<file path="src/hw/rtl/paged_char_lcd_refresher_macros.svh">
// Assertion macros for the paged character-LCD refresher.
// Every use expects a clock named clk and a reset named rst in scope.
`ifndef PAGED_CHAR_LCD_REFRESHER_MACROS_SVH
`define PAGED_CHAR_LCD_REFRESHER_MACROS_SVH

// Property that must hold at every clock edge outside reset.
`define PCLR_ASSERT(LBL, PROP, MSG) \
  LBL: assert property (@(posedge clk) disable iff (rst) (PROP)) else $error(MSG);

// Consequence that must hold in the cycle after the condition.
`define PCLR_ASSERT_NEXT(LBL, ANTE, CONS, MSG) \
  LBL: assert property (@(posedge clk) disable iff (rst) (ANTE) |=> (CONS)) else $error(MSG);

`endif

</file>
<file path="src/hw/rtl/pclr_pkg.sv">
// Shared types and constants for the paged character-LCD refresher.
// No dependencies.
package pclr_pkg;

  typedef enum logic [2:0] {
    CMD_TICK        = 3'd0,
    CMD_WRITE_CHAR  = 3'd1,
    CMD_SET_ENABLE  = 3'd2,
    CMD_ONLY_PAGE   = 3'd3,
    CMD_FORCE_PAGE  = 3'd4,
    CMD_CLEAR_TEXT  = 3'd5,
    CMD_DISABLE_ALL = 3'd6
  } cmd_t;

  localparam int CMD_W      = 3;
  localparam int IN_TDATA_W  = 24;
  localparam int OUT_TDATA_W = 24;

  // LCD constants
  localparam logic [7:0] LCD_SET_DDRAM = 8'h80;
  localparam logic [7:0] LCD_SPACE     = 8'h20;
  localparam int         ROW_STRIDE    = 40;

endpackage

</file>
<file path="src/hw/rtl/pclr_ram.sv">
// Generic single-write, single-read RAM with registered read data.
// No dependencies.
module pclr_ram #(
  parameter int WIDTH = 8,
  parameter int DEPTH = 256,
  localparam int AW = (DEPTH > 1) ? $clog2(DEPTH) : 1
) (
  input  logic             clk,
  input  logic             we,
  input  logic [AW-1:0]    waddr,
  input  logic [WIDTH-1:0] wdata,
  input  logic             re,
  input  logic [AW-1:0]    raddr,
  output logic [WIDTH-1:0] rdata
);

  logic [WIDTH-1:0] mem [DEPTH];

  always_ff @(posedge clk) begin
    if (we) begin
      mem[waddr] <= wdata;
    end
    if (re) begin
      rdata <= mem[raddr];
    end
  end

endmodule

</file>
<file path="src/hw/rtl/paged_char_lcd_refresher.sv">
// A character tick passes MUL_ROW, MUL_COL, ACCESS and EMIT; a row-address command passes
// ROWCMD and EMIT; an end-of-page command or timer restart goes straight to EMIT. Any wait on
// m_tready holds EMIT. A write char passes MUL_ROW, MUL_COL and ACCESS and gives no result;
// a page search walks up to PAGES pages in SEARCH. A new request is taken only in IDLE.
// Reset and clear-content run a fill pass over all PAGES*ROWS*COLS entries (256 at
// defaults) writing spaces into the text RAM; s_tready stays low meanwhile.
`include "paged_char_lcd_refresher_macros.svh"

// Top level: request decode, sequencer, shared multiply-add and output register.
// Depends on pclr_pkg, pclr_ram and the assertion macro header.
module paged_char_lcd_refresher #(
  parameter int PAGES = 8,
  parameter int ROWS  = 2,
  parameter int COLS  = 16
) (
  input  logic                              clk,
  input  logic                              rst,
  // config: page_hold_seconds
  input  logic                              cfg_wr_en,
  input  logic [7:0]                        cfg_wr_data,
  // request stream
  input  logic                              s_tvalid,
  output logic                              s_tready,
  // [2:0] page, [4:3] row, [10:5] column, [18:11] char_code, [19] enable_value,
  // [20] display_busy, [21] page_timer_expired, [23:22] zero
  input  logic [pclr_pkg::IN_TDATA_W-1:0]   s_tdata,
  // [2:0] command
  input  logic [pclr_pkg::CMD_W-1:0]        s_tuser,
  // result stream
  output logic                              m_tvalid,
  input  logic                              m_tready,
  // [0] write_valid, [8:1] lcd_byte, [9] restart_timer, [17:10] timer_reload,
  // [23:18] zero
  output logic [pclr_pkg::OUT_TDATA_W-1:0]  m_tdata,
  // [0] is_data
  output logic                              m_tuser
);

  localparam int DEPTH = PAGES * ROWS * COLS;
  localparam int AW    = (DEPTH > 1) ? $clog2(DEPTH) : 1;
  localparam int PW    = (PAGES > 1) ? $clog2(PAGES) : 1;
  localparam int RW    = (ROWS > 1) ? $clog2(ROWS) : 1;
  localparam int CW    = $clog2(COLS + 1);
  localparam int MACW  = (AW > 8) ? AW : 8;

  typedef enum logic [2:0] {
    ST_IDLE, ST_CLEAR, ST_SEARCH, ST_MUL_ROW, ST_MUL_COL, ST_ACCESS, ST_ROWCMD, ST_EMIT
  } state_t;

  // what the pending result is built from
  typedef enum logic [1:0] {SRC_RAM, SRC_MAC, SRC_PAGE_END, SRC_RESTART} res_src_t;

  state_t     state;
  res_src_t   res_src;

  // block state
  logic [PAGES-1:0] enabled;
  logic [PW-1:0]    shown_page;
  logic [RW-1:0]    refresh_row;
  logic [CW-1:0]    refresh_col;
  logic             pending;
  logic [7:0]       hold_seconds;

  // sequencer working registers
  logic [AW-1:0]    clr_addr;
  logic [PW-1:0]    srch_cnt;
  logic             go_search;
  logic             is_write;
  logic [PW-1:0]    addr_page;
  logic [RW-1:0]    addr_row;
  logic [CW-1:0]    addr_col;
  logic [7:0]       item_char;
  logic [MACW-1:0]  mac_out;

  // output register
  logic             out_wv;
  logic [7:0]       out_byte;
  logic             out_is_data;
  logic             out_restart;
  logic [7:0]       out_reload;

  // request fields
  pclr_pkg::cmd_t   in_cmd;
  logic [31:0]      in_page_w, in_row_w, in_col_w;
  logic [PW-1:0]    in_page;
  logic [RW-1:0]    in_row;
  logic [CW-1:0]    in_col;
  logic [7:0]       in_char;
  logic             in_enable, in_busy, in_expired;
  logic             accept;

  assign in_cmd     = pclr_pkg::cmd_t'(s_tuser);
  assign in_page_w  = 32'(s_tdata[2:0]);
  assign in_row_w   = 32'(s_tdata[4:3]);
  assign in_col_w   = 32'(s_tdata[10:5]);
  assign in_char    = s_tdata[18:11];
  assign in_enable  = s_tdata[19];
  assign in_busy    = s_tdata[20];
  assign in_expired = s_tdata[21];

  // saturate to the last valid entry
  assign in_page = (in_page_w >= 32'(PAGES)) ? PW'(PAGES - 1) : PW'(in_page_w);
  assign in_row  = (in_row_w >= 32'(ROWS)) ? RW'(ROWS - 1) : RW'(in_row_w);
  assign in_col  = (in_col_w >= 32'(COLS)) ? CW'(COLS - 1) : CW'(in_col_w);

  assign s_tready = (state == ST_IDLE);
  assign accept   = s_tvalid && s_tready;

  // round-robin page step used by the search walk
  logic [PW-1:0] next_page;
  logic          search_done;
  assign next_page   = (shown_page == PW'(PAGES - 1)) ? '0 : shown_page + 1'b1;
  assign search_done = enabled[next_page] || (srch_cnt == PW'(PAGES - 1));

  // next row for the end-of-row address command
  logic [RW:0] row_inc;
  assign row_inc = {1'b0, refresh_row} + 1'b1;

  // end-of-page tick consumes a pending switch; forcing an enabled page or only-page drops it too
  logic at_page_end, drop_pending;
  assign at_page_end  = (in_cmd == pclr_pkg::CMD_TICK) && enabled[shown_page] && !in_busy
                     && (refresh_col >= CW'(COLS)) && (row_inc >= (RW + 1)'(ROWS));
  assign drop_pending = at_page_end || (in_cmd == pclr_pkg::CMD_ONLY_PAGE)
                     || ((in_cmd == pclr_pkg::CMD_FORCE_PAGE) && enabled[in_page]);

  // shared multiply-add: page*ROWS+row, then *COLS+col, or row*40
  logic [MACW-1:0] mac_a, mac_k, mac_b;
  logic            mac_en;

  always_comb begin
    mac_a  = '0;
    mac_k  = '0;
    mac_b  = '0;
    mac_en = 1'b0;
    unique case (state)
      ST_MUL_ROW: begin
        mac_a  = MACW'(addr_page);
        mac_k  = MACW'(ROWS);
        mac_b  = MACW'(addr_row);
        mac_en = 1'b1;
      end
      ST_MUL_COL: begin
        mac_a  = mac_out;
        mac_k  = MACW'(COLS);
        mac_b  = MACW'(addr_col);
        mac_en = 1'b1;
      end
      ST_ROWCMD: begin
        mac_a  = MACW'(refresh_row);
        mac_k  = MACW'(pclr_pkg::ROW_STRIDE);
        mac_en = 1'b1;
      end
      default: begin
      end
    endcase
  end

  always_ff @(posedge clk) begin
    if (mac_en) begin
      mac_out <= mac_a * mac_k + mac_b;
    end
  end

  // text RAM: fill pass writes spaces, write-char stores, tick reads
  logic            ram_we, ram_re;
  logic [AW-1:0]   ram_waddr;
  logic [7:0]      ram_wdata, ram_rdata;

  assign ram_we    = (state == ST_CLEAR) || ((state == ST_ACCESS) && is_write);
  assign ram_re    = (state == ST_ACCESS) && !is_write;
  assign ram_waddr = (state == ST_CLEAR) ? clr_addr : mac_out[AW-1:0];
  assign ram_wdata = (state == ST_CLEAR) ? pclr_pkg::LCD_SPACE : item_char;

  pclr_ram #(
    .WIDTH (8),
    .DEPTH (DEPTH)
  ) u_text_ram (
    .clk   (clk),
    .we    (ram_we),
    .waddr (ram_waddr),
    .wdata (ram_wdata),
    .re    (ram_re),
    .raddr (mac_out[AW-1:0]),
    .rdata (ram_rdata)
  );

  // sequencer
  always_ff @(posedge clk) begin
    if (rst) begin
      state        <= ST_CLEAR;
      clr_addr     <= '0;
      srch_cnt     <= '0;
      go_search    <= 1'b0;
      enabled      <= '0;
      shown_page   <= '0;
      refresh_row  <= '0;
      refresh_col  <= '0;
      pending      <= 1'b0;
      hold_seconds <= 8'd5;
      m_tvalid     <= 1'b0;
    end else begin
      if (cfg_wr_en) begin
        hold_seconds <= cfg_wr_data;
      end
      // in EMIT a taken result is replaced in the same cycle
      if (m_tvalid && m_tready && (state != ST_EMIT)) begin
        m_tvalid <= 1'b0;
      end

      unique case (state)
        ST_IDLE: begin
          if (accept) begin
            // a timer pulse counts at once; forcing or a page end consumes it
            pending   <= drop_pending ? 1'b0 : (pending | in_expired);
            go_search <= at_page_end && (pending || in_expired);
            srch_cnt  <= '0;
            unique case (in_cmd)
              pclr_pkg::CMD_TICK: begin
                priority if (!enabled[shown_page]) begin
                  state <= ST_SEARCH;
                end else if (in_busy) begin
                  state <= ST_IDLE;
                end else if (refresh_col < CW'(COLS)) begin
                  addr_page   <= shown_page;
                  addr_row    <= refresh_row;
                  addr_col    <= refresh_col;
                  refresh_col <= refresh_col + 1'b1;
                  is_write    <= 1'b0;
                  res_src     <= SRC_RAM;
                  state       <= ST_MUL_ROW;
                end else if (row_inc < (RW + 1)'(ROWS)) begin
                  refresh_col <= '0;
                  refresh_row <= row_inc[RW-1:0];
                  res_src     <= SRC_MAC;
                  state       <= ST_ROWCMD;
                end else begin
                  // end of page: home address, then switch if one is pending
                  refresh_col <= '0;
                  refresh_row <= '0;
                  res_src     <= SRC_PAGE_END;
                  state       <= ST_EMIT;
                end
              end
              pclr_pkg::CMD_WRITE_CHAR: begin
                addr_page <= in_page;
                addr_row  <= in_row;
                addr_col  <= in_col;
                item_char <= in_char;
                is_write  <= 1'b1;
                state     <= ST_MUL_ROW;
              end
              pclr_pkg::CMD_SET_ENABLE: begin
                enabled[in_page] <= in_enable;
              end
              pclr_pkg::CMD_ONLY_PAGE: begin
                enabled    <= PAGES'(1) << in_page;
                shown_page <= in_page;
                res_src    <= SRC_RESTART;
                state      <= ST_EMIT;
              end
              pclr_pkg::CMD_FORCE_PAGE: begin
                if (enabled[in_page]) begin
                  shown_page <= in_page;
                  res_src    <= SRC_RESTART;
                  state      <= ST_EMIT;
                end
              end
              pclr_pkg::CMD_CLEAR_TEXT: begin
                clr_addr <= '0;
                state    <= ST_CLEAR;
              end
              pclr_pkg::CMD_DISABLE_ALL: begin
                enabled <= '0;
              end
              default: begin
              end
            endcase
          end
        end

        ST_CLEAR: begin
          clr_addr <= clr_addr + 1'b1;
          if (clr_addr == AW'(DEPTH - 1)) begin
            state <= ST_IDLE;
          end
        end

        ST_SEARCH: begin
          shown_page <= next_page;
          srch_cnt   <= srch_cnt + 1'b1;
          if (search_done) begin
            state <= ST_IDLE;
          end
        end

        ST_MUL_ROW: state <= ST_MUL_COL;
        ST_MUL_COL: state <= ST_ACCESS;
        ST_ACCESS:  state <= is_write ? ST_IDLE : ST_EMIT;
        ST_ROWCMD:  state <= ST_EMIT;

        ST_EMIT: begin
          if (!m_tvalid || m_tready) begin
            m_tvalid <= 1'b1;
            unique case (res_src)
              SRC_RAM: begin
                out_wv      <= 1'b1;
                out_byte    <= ram_rdata;
                out_is_data <= 1'b1;
                out_restart <= 1'b0;
                out_reload  <= '0;
              end
              SRC_MAC: begin
                out_wv      <= 1'b1;
                out_byte    <= pclr_pkg::LCD_SET_DDRAM | {1'b0, mac_out[6:0]};
                out_is_data <= 1'b0;
                out_restart <= 1'b0;
                out_reload  <= '0;
              end
              SRC_PAGE_END: begin
                out_wv      <= 1'b1;
                out_byte    <= pclr_pkg::LCD_SET_DDRAM;
                out_is_data <= 1'b0;
                out_restart <= 1'b0;
                out_reload  <= '0;
              end
              SRC_RESTART: begin
                out_wv      <= 1'b0;
                out_byte    <= '0;
                out_is_data <= 1'b0;
                out_restart <= 1'b1;
                out_reload  <= hold_seconds;
              end
            endcase
            state <= go_search ? ST_SEARCH : ST_IDLE;
          end
        end

        default: state <= ST_IDLE;
      endcase
    end
  end

  assign m_tdata = {6'b0, out_reload, out_restart, out_byte, out_wv};
  assign m_tuser = out_is_data;

  logic emit_restart;
  assign emit_restart = (state == ST_EMIT) && (res_src == SRC_RESTART);

  `PCLR_ASSERT(a_col_range, refresh_col <= CW'(COLS), "refresh column past line end")
  `PCLR_ASSERT(a_page_range, shown_page <= PW'(PAGES - 1), "shown page out of range")
  `PCLR_ASSERT(a_ram_one_port, !(ram_we && ram_re), "text RAM read and written together")
  `PCLR_ASSERT_NEXT(a_restart_clears, emit_restart, !pending, "switch still pending")
  `PCLR_ASSERT(a_out_kind, !(m_tvalid && out_wv && out_restart), "write and restart at once")

endmodule
</file>
<file path="config.mk">
export PLATFORM = sky130hd
export DESIGN_NAME = paged_char_lcd_refresher
export DESIGN_NICKNAME = d
export VERILOG_FILES = /design/src/hw/rtl/pclr_pkg.sv /design/src/hw/rtl/pclr_ram.sv /design/src/hw/rtl/paged_char_lcd_refresher.sv
export VERILOG_INCLUDE_DIRS = /design/src /design/src/hw/rtl
export SDC_FILE = /design/constraint.sdc
export NUM_CORES = 2
export LEC_CHECK = 0
export CORE_MARGIN = 1
export CORE_UTILIZATION = 45
export CTS_BUF_LIST = sky130_fd_sc_hd__clkbuf_4
export CTS_CLUSTER_DIAMETER = 60
export DETAILED_ROUTE_END_ITERATION = 10
export DONT_BUFFER_PORTS = 1
export SLEW_MARGIN = 30
export SYNTH_ARGS = -nofsm -noshare
export SYNTH_HDL_FRONTEND = slang
export SYNTH_SLANG_ARGS = --single-unit
</file>
<file path="constraint.sdc">
create_clock -name clk -period 12.6 [get_ports clk]
set_input_delay 0 -clock clk [delete_from_list [all_inputs] [get_ports clk]]
set_output_delay 0 -clock clk [all_outputs]
set_load 0.01 [all_outputs]
</file>
==> impl_metrics.yaml <==
setup_path:
  worstSetupPathType: "reg2reg"
  cp_common_cell: "buf_12"
  slowest_delay_ns: 0.88
  worst_ep_required_time_ns: 13.80
  startpoint_type: "flip-flop"
  crit_arrival_ns: 6.52
  path_delay_family: "buffers and inverters"
  cp_num_buf_inv: 3
  crit_fanout: 85
  cp-end-kind: "flip-flop"
  worstPathCellList: "buf_12, buf_12, buf_4, mux4_2, nor2_1, a2111oi_0, nor3_1, a22oi_1, o221a_1"
  critPathSlowestCell: "edfxtp_1"
yosys:
  synth_top_cell_by_area: "edfxtp_1"
  syn_area_um2: 84320
  yosysSeqAreaShare_pct: 75.89
  async_reset_ff_share_pct: 0
  synth_edf_count: 2103
  synth_top_family_by_area: "multiplexers"
  synthTopCellsByArea: "edfxtp_1, mux4_2, mux2i_1, nor2_1, a22oi_1"
  synth-xor-area-share_pct: 0.1558
  synth-seq-cells: 2145
  syn_inst: 4220
  synth_area_per_cell_um2: 19.98
  synthSimpleGateAreaFrac_pct: 3.316
  synth_fa_ha_area_share_pct: 0.5045
  yosysWarnings: 0
  synthFlopType: "edfxtp_1"
  synth_top_area_share_pct: 74.89
  synth_mux_area_share_pct: 14.19
  synth.distinct_cells: 71
  synth_compound_gate_area_share_pct: 4.098
finish:
  syn_to_final_growth_pct: 12.55
  layout_common_cells: "edfxtp_1, clkbuf_4, mux4_2"
  fin_nets: 4815
  fin_util_pct: 51.07
  final_common_cell: "edfxtp_1"
  final_layout_size_suffix_gt1_share_pct: 28.20
detailed_routing:
  drc: 0
  viasPerCell: 5.838
  drtIter0Drc: 4455
  detail_route.wirelength_um: 210500
  vias: 44200
  antenna_left: 0
  wl_per_cell_um: 27.80
  dr.pass1.iters: 6
pwr:
  p_seq_share_pct: 53.7
  power.total_mw: 15.62
  p_sw_share_pct: 25.14
  power.leakage_nw: 31.22
  ir_worst_vdd_mv: 0.1375
  p_int_mw: 11.70
  power_frac_clock_pct: 36.4
  pwr-share-comb_pct: 10.0
  switchingPower_mw: 3.928
  powerDensity_nw_per_um2: 164.6
timing:
  max_slew.worst_pin.slew_ns: 1.084
  slew_viol_final: 0
  finalSetupViolCount: 0
  slew_headroom_pct: 27.54
  fin_crit_sh_pct: 42.26
  min_period_ns: 5.324
  fmax_mhz: 187.8
  grt_setup_unrepaired: "false"
  hold_viol: 0
  fin_skew_ns: 0.1015
  fin_tns_setup_ns: 0
die:
  ios: 67
  start_util_pct: 45.38
  core_um2: 185800
  dieArea_um2: 189100
  rows: 158
  die_y_um: 434.9
  die_w_um: 434.9
clock_tree:
  tritoncts: "built"
  root_buffer: "clkbuf_4"
  clock_latency_ns: 1.35
  clk_pin_slew_ns: 0.08
  clock_sinks: 2145
  cts-buffers-inserted: 562
  cts_buffer_depth: 4
  postCtsSetupRepairBufs: 0
  cts_max_level: 6
global_routing:
  antenna_found_initial: 5
  grt_pass1_wl_um: 304600
  grt_pass1_vias: 45110
  grt_max_degree: 217
  track_usage_pct: 22.14
  grt_overflow: 0
min_path:
  hp-class: "in2reg"
place:
  io_buffers: 0
  gp_congestion: 0.8187
  dp_hpwl_um: 119600
run:
  drv_cap: 0
status:
  status: "complete, no violations"
[state kept, by name, indices dropped and copies added, names as in the netlist, 2 cells and up, named ones only]
name,flops
addr_col,5
addr_page,3
clr_addr,8
hold_seconds,8
item_char,8
mac_out,8
out_byte,8
out_reload,8
refresh_col,5
res_src,2
shown_page,3
srch_cnt,3
state,3
u_text_ram.mem,2048
u_text_ram.rdata,8
[power groups by stage]
stage	clock network [mW]	registers, mW	logic [mW]
after global routing	6.18	8.39	1.64
after global placement	0	8.54	1.43
after CTS	5.82	8.39	1.53
after floorplan	0	8.64	0.787
after detailed placement	0	8.54	1.49
final	5.69	8.38	1.56
[routing by layer]
| metal | vias up | routed length [µm] | GRT usage, % |
|---|---|---|---|
| li1 | 18800 | - | - |
| met1 | 23050 | 87790 | 31.03 |
| met2 | 2011 | 100400 | 34.43 |
| met3 | 341 | 17400 | 5.224 |
| met4 | 2 | 4862 | 6.963 |
| met5 | - | 13 | 0 |
[per-stage QoR]
stage / std cells / instance area (µm²) / worst slack (ns) / hold WS [ns]
6_report: 7572 / 94900 / 7.276 / 0.2515
5_1_grt: 7571 / 94900 / 6.828 / 0.1588
4_1_cts: 7556 / 94720 / 7.136 / 0.06328
3_5_place_dp: 6519 / 86810 / 7.143 / 0.07531
3_3_place_gp: 6518 / 86740 / 7.150 / 0.07508
2_1_floorplan: 4231 / 84360 / 7.313 / 0.09887
[final cells by class]
class | instances | area, µm²
Clock inverter | 100 | 518.0
Tap cell | 2480 | 3103
Clock buffer | 801 | 6013
Fill cell | 15100 | 90920
Inverter | 16 | 60.06
Sequential cell | 2145 | 63990
Timing Repair Buffer | 212 | 2190
Antenna cell | 11 | 27.53
Multi-Input combinational cell | 1807 | 19000
[path summary, 6_finish.rpt]
| check | startpoint | end | slack [ns] | cells after the start |
|---|---|---|---|---|
| max | mac_out[0] | u_text_ram.rdata[5] | 7.28 | 9 |
| min | rst | refresh_col[0] | 0.25 | 5 |
| max reg2reg | mac_out[0] | u_text_ram.rdata[5] | 7.28 | 9 |
| min reg2reg | srch_cnt[1] | srch_cnt[1] | 0.47 | 2 |
[logic make-up (layout without fill, tap and decap cells)]
family	Yosys count	count (layout)
flops	2145	2145
mux	624	624
other cells	2	24
fa+ha+maj	31	31
xor+xnor	15	15
compound gates	498	498
simple gates	626	626
buf+inv	279	1129
[worst min-delay path: stages]
cell	delay, ns
dlygate4sd3_1	0.52
dlygate4sd3_1	0.62
buf_12	0.12
buf_12	0.21
a21oi_1	0.06
[timing repair]
| action | in CTS | in global routing |
|---|---|---|
| endpoints found under the setup margin | 0 | 0 |
| resized for setup | 0 | 0 |
| hold buffers | 136 | 0 |
| hold endpoints to repair | 101 | 0 |
[cells in the mapped netlist, drive strengths merged (6+ instances only)]
master	count
o221ai	46
buf	148
nand2	107
ha	26
inv	16
a21oi	112
a32oi	10
a211oi	24
mux2i	150
nand2b	15
nor3	20
nor2b	18
and2	25
nand3	20
and3	11
nor4	10
a22o	9
nor2	347
or3	12
mux2	19
o21ai	58
dfxtp	42
or2	8
xor2	6
a221oi	15
edfxtp	2103
mux4	455
clkbuf	115
o22ai	20
a2111oi	8
xnor2	9
a22oi	157
nand3b	9
Power figures use the tool's default switching activity.
